[config.mk]
export PLATFORM = sky130hd
export DESIGN_NAME = string_to_integer_parser_core
export DESIGN_NICKNAME = d
export VERILOG_FILES = /design/src/hdl/sip_pkg.sv /design/src/hdl/string_to_integer_parser_core.sv
export SDC_FILE = /design/constraint.sdc
export NUM_CORES = 2
export LEC_CHECK = 0
export ABC_AREA = 1
export BUFFER_PORTS_ARGS = -buffer_cell sky130_fd_sc_hd__buf_2
export CAP_MARGIN = 20
export CORE_MARGIN = 2
export CORE_UTILIZATION = 60
export DETAILED_ROUTE_END_ITERATION = 12
export PLACE_DENSITY = 0.84
export SETUP_SLACK_MARGIN = 0.3
export SYNTH_ARGS = -nofsm -noshare
export SYNTH_HDL_FRONTEND = slang
export SYNTH_SLANG_ARGS = --single-unit
[constraint.sdc]
create_clock -name clk -period 8.98 [get_ports clk]
set_input_delay 0.449 -clock clk [delete_from_list [all_inputs] [get_ports clk]]
set_output_delay 0.449 -clock clk [all_outputs]
set_load 0.005 [all_outputs]
[src/hdl/sip_pkg.sv]
// Package for the string-to-integer parser core.
// Holds the item structs, phase enum, character codes and digit helpers.
// No dependencies.
package sip_pkg;

  localparam int VALUE_WIDTH_DEF    = 64;
  localparam int POSITION_WIDTH_DEF = 16;

  localparam logic [5:0] RADIX_MAX = 6'd36;
  localparam logic [5:0] NO_DIGIT  = 6'd36;
  localparam logic [5:0] BASE_OCT  = 6'd8;
  localparam logic [5:0] BASE_DEC  = 6'd10;
  localparam logic [5:0] BASE_HEX  = 6'd16;
  localparam logic [5:0] BASE_AUTO = 6'd0;

  localparam logic [7:0] CH_SPACE = 8'h20;
  localparam logic [7:0] CH_TAB   = 8'h09;
  localparam logic [7:0] CH_CR    = 8'h0D;
  localparam logic [7:0] CH_PLUS  = 8'h2B;
  localparam logic [7:0] CH_MINUS = 8'h2D;
  localparam logic [7:0] CH_ZERO  = 8'h30;
  localparam logic [7:0] CH_NINE  = 8'h39;
  localparam logic [7:0] CH_UP_A  = 8'h41;
  localparam logic [7:0] CH_UP_Z  = 8'h5A;
  localparam logic [7:0] CH_LO_A  = 8'h61;
  localparam logic [7:0] CH_LO_Z  = 8'h7A;
  localparam logic [7:0] CH_UP_X  = 8'h58;
  localparam logic [7:0] CH_LO_X  = 8'h78;

  typedef enum logic [2:0] {
    PH_SPACE,
    PH_START,
    PH_ZERO,
    PH_ZEROX,
    PH_DIGITS,
    PH_DONE
  } phase_t;

  typedef struct packed {
    logic [7:0] ch;
    logic       char_valid;
    logic       last;
  } in_item_t;

  typedef struct packed {
    logic signed [63:0] value;
    logic [15:0]        consumed;
    logic               range_error;
  } out_item_t;

  function automatic logic [5:0] digit_of(input logic [7:0] c);
    logic [7:0] t;
    t = 8'd0;
    if (c >= CH_ZERO && c <= CH_NINE) begin
      t = c - CH_ZERO;
    end else if (c >= CH_UP_A && c <= CH_UP_Z) begin
      t = c - CH_UP_A + 8'd10;
    end else if (c >= CH_LO_A && c <= CH_LO_Z) begin
      t = c - CH_LO_A + 8'd10;
    end else begin
      t = {2'b00, NO_DIGIT};
    end
    return t[5:0];
  endfunction

  function automatic logic is_space(input logic [7:0] c);
    return (c == CH_SPACE) || (c >= CH_TAB && c <= CH_CR);
  endfunction

endpackage

[src/hdl/string_to_integer_parser_core.sv]
// Top level of the string-to-integer parser core.
// Parses one character per item, strtol style; depends on sip_pkg.
//
// channel  direction  handshake            payload
// src      in         src_valid/src_stall  in_item_t  (ch, char_valid, last)
// res      out        res_valid/res_stall  out_item_t (value, consumed, range_error)
// radix    in         radix_we             radix_wdata (6 bits)
//
// One item per cycle while src_stall is low; the character step is one
// multiply-add and compare on the accumulator, computed combinationally. A result
// passes a snapshot register, then the output register with the sign applied.
// Synchronous reset clears the string state, the radix and both valid flags.
// src_stall rises only while both registers are full and res_stall is high.
module string_to_integer_parser_core
  import sip_pkg::*;
#(
  parameter int VALUE_WIDTH    = VALUE_WIDTH_DEF,
  parameter int POSITION_WIDTH = POSITION_WIDTH_DEF
) (
  input  logic       clk,
  input  logic       rst,
  input  logic       src_valid,
  output logic       src_stall,
  input  in_item_t   src_item,
  output logic       res_valid,
  input  logic       res_stall,
  output out_item_t  res_item,
  input  logic       radix_we,
  input  logic [5:0] radix_wdata
);

  localparam int PROD_W = VALUE_WIDTH + 7;
  localparam logic [POSITION_WIDTH-1:0] POS_MAX = {POSITION_WIDTH{1'b1}};
  localparam logic [VALUE_WIDTH-1:0] MAG_HALF = {1'b1, {(VALUE_WIDTH-1){1'b0}}};

  logic [5:0]                radix;
  phase_t                    phase;
  logic                      negative;
  logic [5:0]                abase;
  logic [VALUE_WIDTH-1:0]    acc;
  logic [POSITION_WIDTH-1:0] pos;
  logic [POSITION_WIDTH-1:0] endp;
  logic                      sat;

  phase_t                    phase_next;
  logic                      negative_next;
  logic [5:0]                abase_next;
  logic [VALUE_WIDTH-1:0]    acc_next;
  logic [POSITION_WIDTH-1:0] pos_next;
  logic [POSITION_WIDTH-1:0] endp_next;
  logic                      sat_next;

  logic                      snap_valid;
  logic                      snap_neg;
  logic                      snap_sat;
  logic [VALUE_WIDTH-1:0]    snap_acc;
  logic [POSITION_WIDTH-1:0] snap_endp;

  logic accept;
  logic out_free;
  logic snap_free;

  logic [7:0]                c;
  logic [5:0]                d;
  logic [5:0]                rdx_eff;
  logic [5:0]                tb;
  logic                      take;
  logic                      skip;
  phase_t                    eph;
  logic [POSITION_WIDTH-1:0] after;
  logic [VALUE_WIDTH-1:0]    limit;
  logic [PROD_W-1:0]         prod;
  logic                      ovf;

  logic [VALUE_WIDTH-1:0]        mag;
  logic signed [VALUE_WIDTH-1:0] sval;
  logic [31:0]                   endx;

  assign out_free  = !res_valid || !res_stall;
  assign snap_free = !snap_valid || out_free;
  assign src_stall = !snap_free;
  assign accept    = src_valid && !src_stall;

  assign c       = src_item.ch;
  assign d       = digit_of(c);
  assign rdx_eff = (radix > RADIX_MAX) ? BASE_AUTO : radix;
  assign after   = (pos == POS_MAX) ? pos : pos + 1'b1;
  assign limit   = negative ? MAG_HALF : MAG_HALF - 1'b1;

  always_comb begin
    phase_next    = phase;
    negative_next = negative;
    abase_next    = abase;
    acc_next      = acc;
    pos_next      = pos;
    endp_next     = endp;
    sat_next      = sat;
    eph           = phase;
    take          = 1'b0;
    skip          = 1'b0;
    tb            = abase;
    prod          = '0;
    ovf           = 1'b0;
    if (src_item.char_valid) begin
      pos_next = after;
      if (phase == PH_SPACE) begin
        if (is_space(c)) begin
          skip = 1'b1;
        end else if (c == CH_PLUS || c == CH_MINUS) begin
          skip          = 1'b1;
          negative_next = (c == CH_MINUS);
          phase_next    = PH_START;
        end else begin
          eph = PH_START;
        end
      end
      if (!skip) begin
        unique case (eph)
          PH_START: begin
            abase_next = rdx_eff;
            if (c == CH_ZERO && (rdx_eff == BASE_AUTO || rdx_eff == BASE_HEX)) begin
              acc_next   = '0;
              endp_next  = after;
              phase_next = PH_ZERO;
            end else begin
              take       = 1'b1;
              tb         = (rdx_eff == BASE_AUTO) ? BASE_DEC : rdx_eff;
              abase_next = tb;
            end
          end
          PH_ZERO: begin
            if (c == CH_LO_X || c == CH_UP_X) begin
              phase_next = PH_ZEROX;
            end else begin
              take       = 1'b1;
              tb         = (abase != BASE_AUTO) ? abase :
                           (d < BASE_OCT) ? BASE_OCT : BASE_DEC;
              abase_next = tb;
            end
          end
          PH_ZEROX: begin
            if (d < BASE_HEX) begin
              take       = 1'b1;
              tb         = BASE_HEX;
              abase_next = BASE_HEX;
            end else begin
              phase_next = PH_DONE;
            end
          end
          PH_DIGITS: begin
            take = 1'b1;
            tb   = abase;
          end
          default: begin
            phase_next = PH_DONE;
          end
        endcase
      end
      if (take) begin
        prod = PROD_W'(acc) * PROD_W'(tb) + PROD_W'(d);
        ovf  = prod > PROD_W'(limit);
        if (d >= tb) begin
          phase_next = PH_DONE;
        end else begin
          endp_next = after;
          if (ovf) begin
            sat_next   = 1'b1;
            phase_next = PH_DONE;
          end else begin
            acc_next   = prod[VALUE_WIDTH-1:0];
            phase_next = PH_DIGITS;
          end
        end
      end
    end
  end

  always_ff @(posedge clk) begin
    if (rst) begin
      radix      <= BASE_AUTO;
      phase      <= PH_SPACE;
      negative   <= 1'b0;
      abase      <= BASE_AUTO;
      acc        <= '0;
      pos        <= '0;
      endp       <= '0;
      sat        <= 1'b0;
      snap_valid <= 1'b0;
      res_valid  <= 1'b0;
    end else begin
      if (radix_we) begin
        radix <= radix_wdata;
      end
      if (accept) begin
        if (src_item.last) begin
          phase    <= PH_SPACE;
          negative <= 1'b0;
          abase    <= BASE_AUTO;
          acc      <= '0;
          pos      <= '0;
          endp     <= '0;
          sat      <= 1'b0;
        end else begin
          phase    <= phase_next;
          negative <= negative_next;
          abase    <= abase_next;
          acc      <= acc_next;
          pos      <= pos_next;
          endp     <= endp_next;
          sat      <= sat_next;
        end
      end
      if (accept && src_item.last) begin
        snap_valid <= 1'b1;
      end else if (out_free) begin
        snap_valid <= 1'b0;
      end
      if (out_free) begin
        res_valid <= snap_valid;
      end
    end
  end

  always_comb begin
    mag  = snap_sat ? (snap_neg ? MAG_HALF : MAG_HALF - 1'b1) : snap_acc;
    sval = snap_neg ? -mag : mag;
    endx = 32'(snap_endp);
  end

  always_ff @(posedge clk) begin
    if (accept && src_item.last) begin
      snap_neg  <= negative_next;
      snap_sat  <= sat_next;
      snap_acc  <= acc_next;
      snap_endp <= endp_next;
    end
    if (out_free && snap_valid) begin
      res_item.value       <= 64'(sval);
      res_item.consumed    <= (endx > 32'h0000FFFF) ? 16'hFFFF : endx[15:0];
      res_item.range_error <= snap_sat;
    end
  end

endmodule

==> qor.txt <==
Switching Power -> 1.323 mW
Total Routing Usage GR -> 34.14%
Uppermost layer routed -> met4
Overflow after GRT -> 0
Initial Utilization -> 60.39%
Vias -> 31,230
Worst-case reg-to-reg path depth -> 44
Routability cong. -> 1.024
# clock sinks -> 278
Period Utilization, post-route -> 92.49%
Metal-1 WL -> 39,200 um
Post-synth top cells -> nand2_1 (1,298), inv_1 (950), nor2_1 (510)
Post-synth top area share -> 15.62%
Worst-Margin Slew -> 1.095 ns
Synth async-reset ratio -> 0%
Worst hold path class -> in2reg
Slack of the critical path -> 0.6745 ns
Fin nets -> 5,363
Fmax -> 120.4 MHz
First DRT Iteration DRCs -> 3,307
Hold Crit Depth -> 3
DR DRC count -> 0
Final Hold Viols -> 0
Buffers on Ports -> 103
Total Wirelength -> 98,770 um
Post-DR vias/cell -> 5.600
Seq/Total Area, Yosys -> 22.28%
Crit path kind -> reg2reg
Core outline area -> 53,500 um^2
CTS Buffer Depth -> 3
Largest stage delay on the critical path -> 0.54 ns
Post-Layout Inst Area -> 36,600 um^2
Fraction of layout cells with a size suffix above 1 -> 12.31%
Setup TNS -> 0 ns
Die height -> 236.0 um
Fillers -> 4,331
Flops & latches, synth -> 278
Pre-Repair DR Iteration Count -> 8
Met2 routed WL -> 44,760 um
Clock Skew -> 0.03381 ns
Die extent in x -> 236.0 um
Synth warn -> 0
Pre-CTS setup slack -> -0.2793 ns
Drt wl/cell -> 17.71 um
Power share of the combinational group -> 30.1%
Netlist cell types -> 60
Worst Path Required -> 9.47 ns
VDD IR max -> 0.1226 mV
Post-Synthesis Mean Instance Area -> 6.912 um^2
EDFF count, synth -> 163
Critical Path Source Type -> register
Antenna-violating nets left -> 0
Post-layout minimum cycle time -> 8.306 ns
Hold-fix buffers, CTS -> 0
Largest net degree at the start of global routing -> 93
Yosys top cell by area -> fa_1
Internal power -> 2.519 mW
LEAKAGE -> 20.02 nW
Worst-Skew Late Latency -> 0.59 ns
Mapped Nets -> 5,177
DIE AREA -> 55,710 um^2
Synth Cell Area -> 32,310 um^2
Largest cells by area after synthesis -> fa_1 (16%), edfxtp_1 (15%), nand2_1 (15%)
# IOs -> 104
Max H-tree Level -> 1
Row cnt -> 85
Power share of the clock group -> 31.6%
Final slew viol count -> 0
Synthesized instance count -> 4,674
Largest fanout on the critical path -> 19
Slew headroom -> 26.97%
Status -> finished clean
CTS tree -> yes
Initial antenna violation count -> 0
Worst path slowest cell -> fa_1
Power Dens Cells -> 104.9 nW/um^2
Clk slew on worst S/H paths -> 0.07 ns
Number of global-route vias before repair -> 29,790
Area of placed instances -> 34,640 um^2
Critical Path AT -> 8.80 ns
Switch share -> 34.43%
First-pass GRT wire length -> 153,500 um
Top-count cell post-synth -> nand2_1
Met3 routed WL -> 11,970 um
CP endpoint kind -> register
Max-Cap Viols -> 0
Diode count -> 0
Seq pwr share -> 38.2%
Register area -> 7201 um^2
Core Util, Final -> 68.42%
Area grow syn2layout -> 13.30%
Multi-input gate area -> 21,310 um^2
Clk root buf -> clkbuf_16
# setup viols final -> 0
Cell seen most often among critical-path stages -> nand2_1
DP HPWL -> 75,780 um
RSZ-0062 raised after global routing -> false
CTS Buf Count -> 27
Ys flop type -> edfxtp_1
power by group through the flow:
stage,registers [mW],logic (mW),clock network (mW)
after floorplan,1.46,0.699,0
after global placement,1.49,1.00,0
after global routing,1.47,1.26,1.26
after detailed placement,1.49,1.03,0
after CTS,1.47,1.04,1.21
final,1.47,1.16,1.22
state kept, by name (all words and copies together), names as in the netlist:
name,count
endp,16
snap_sat,1
res_valid,1
snap_endp,16
sat,1
phase,3
radix,6
res_item,81
abase,6
pos,16
acc,64
negative,1
snap_neg,1
snap_valid,1
snap_acc,64
per-stage QoR:
| step | std cells | total power, mW | hold slack, ns |
|---|---|---|---|
| 6_report | 5577 | 3.842 | 0.1110 |
| 5_1_grt | 5577 | 3.988 | 0.1217 |
| 4_1_cts | 5551 | 3.717 | 0.1019 |
| 3_5_place_dp | 5499 | 2.520 | 0.4084 |
| 3_3_place_gp | 5499 | 2.496 | 0.4022 |
| 2_1_floorplan | 4674 | 2.163 | 0.4003 |
worst paths after layout:
| path | slack (ns) | start | to |
|---|---|---|---|
| max reg2reg | 0.67 | radix[0] | acc[17] |
| max | 0.67 | radix[0] | acc[17] |
| min reg2reg | 0.42 | snap_endp[12] | res_item[13] |
| min | 0.11 | radix_wdata[1] | radix[1] |
layout make-up:
cell class	count	area share, %
Inverter	960	9.844
Sequential cell	278	19.67
Clock inverter	16	0.4683
Tap cell	696	2.379
Clock buffer	34	2.054
Multi-Input combinational cell	3257	58.22
Timing Repair Buffer	336	7.363
cells by family after synthesis:
kind of cell / synth area share (%)
buf+inv: 13.93
xor+xnor: 1.762
flops: 22.28
fa+ha+maj: 24.52
compound gates: 7.796
mux: 0.2401
simple gates: 29.47
layer usage:
layer / GRT usage [%] / vias to the layer above
li1: - / 14780
met1: 46.98 / 14570
met2: 54.20 / 1649
met3: 8.075 / 241
met4: 8.994 / 0
met5: 0 / -
layout by cell type, fill, tap and decap left out, types with 11 or more instances in the layout:
cell type	netlist	routed
inv_2	9	16
nand4_1	88	88
a21oi_2	2	20
dfxtp_1	115	112
a31oi_1	22	21
nor2_2	13	37
ha_1	230	217
fa_1	252	252
o21bai_1	23	23
a21oi_1	252	231
nor3_1	36	32
o21ai_1	13	17
buf_2	62	101
xor2_1	47	39
buf_4	17	202
nand2_2	12	31
nor4_1	13	12
nand2_1	1298	1276
buf_12	0	18
and2_1	12	12
clkbuf_16	0	36
nand3_1	171	168
nor2_4	7	15
edfxtp_1	163	163
nand3b_1	53	53
ha_4	0	11
inv_1	950	943
nor2_1	510	478
o21ai_0	92	83
what timing repair did:
action / CTS / global route
pin swaps: 1 / 32
endpoints found under the setup margin: 25 / 131
buffers inserted: 2 / 17
cloned: 0 / 9
resized for setup: 0 / 161
worst max-delay path, delay by kind of cell (launching register included):
kind,cells,cell delay [ns]
DFF,1,0.37
buffers and inverters,10,1.34
adders and majority gates,6,2.58
and+or+nand+nor,21,2.69
AOI/OAI and AO/OA,7,1.21
No activity file was read; power rests on OpenSTA's default activity.
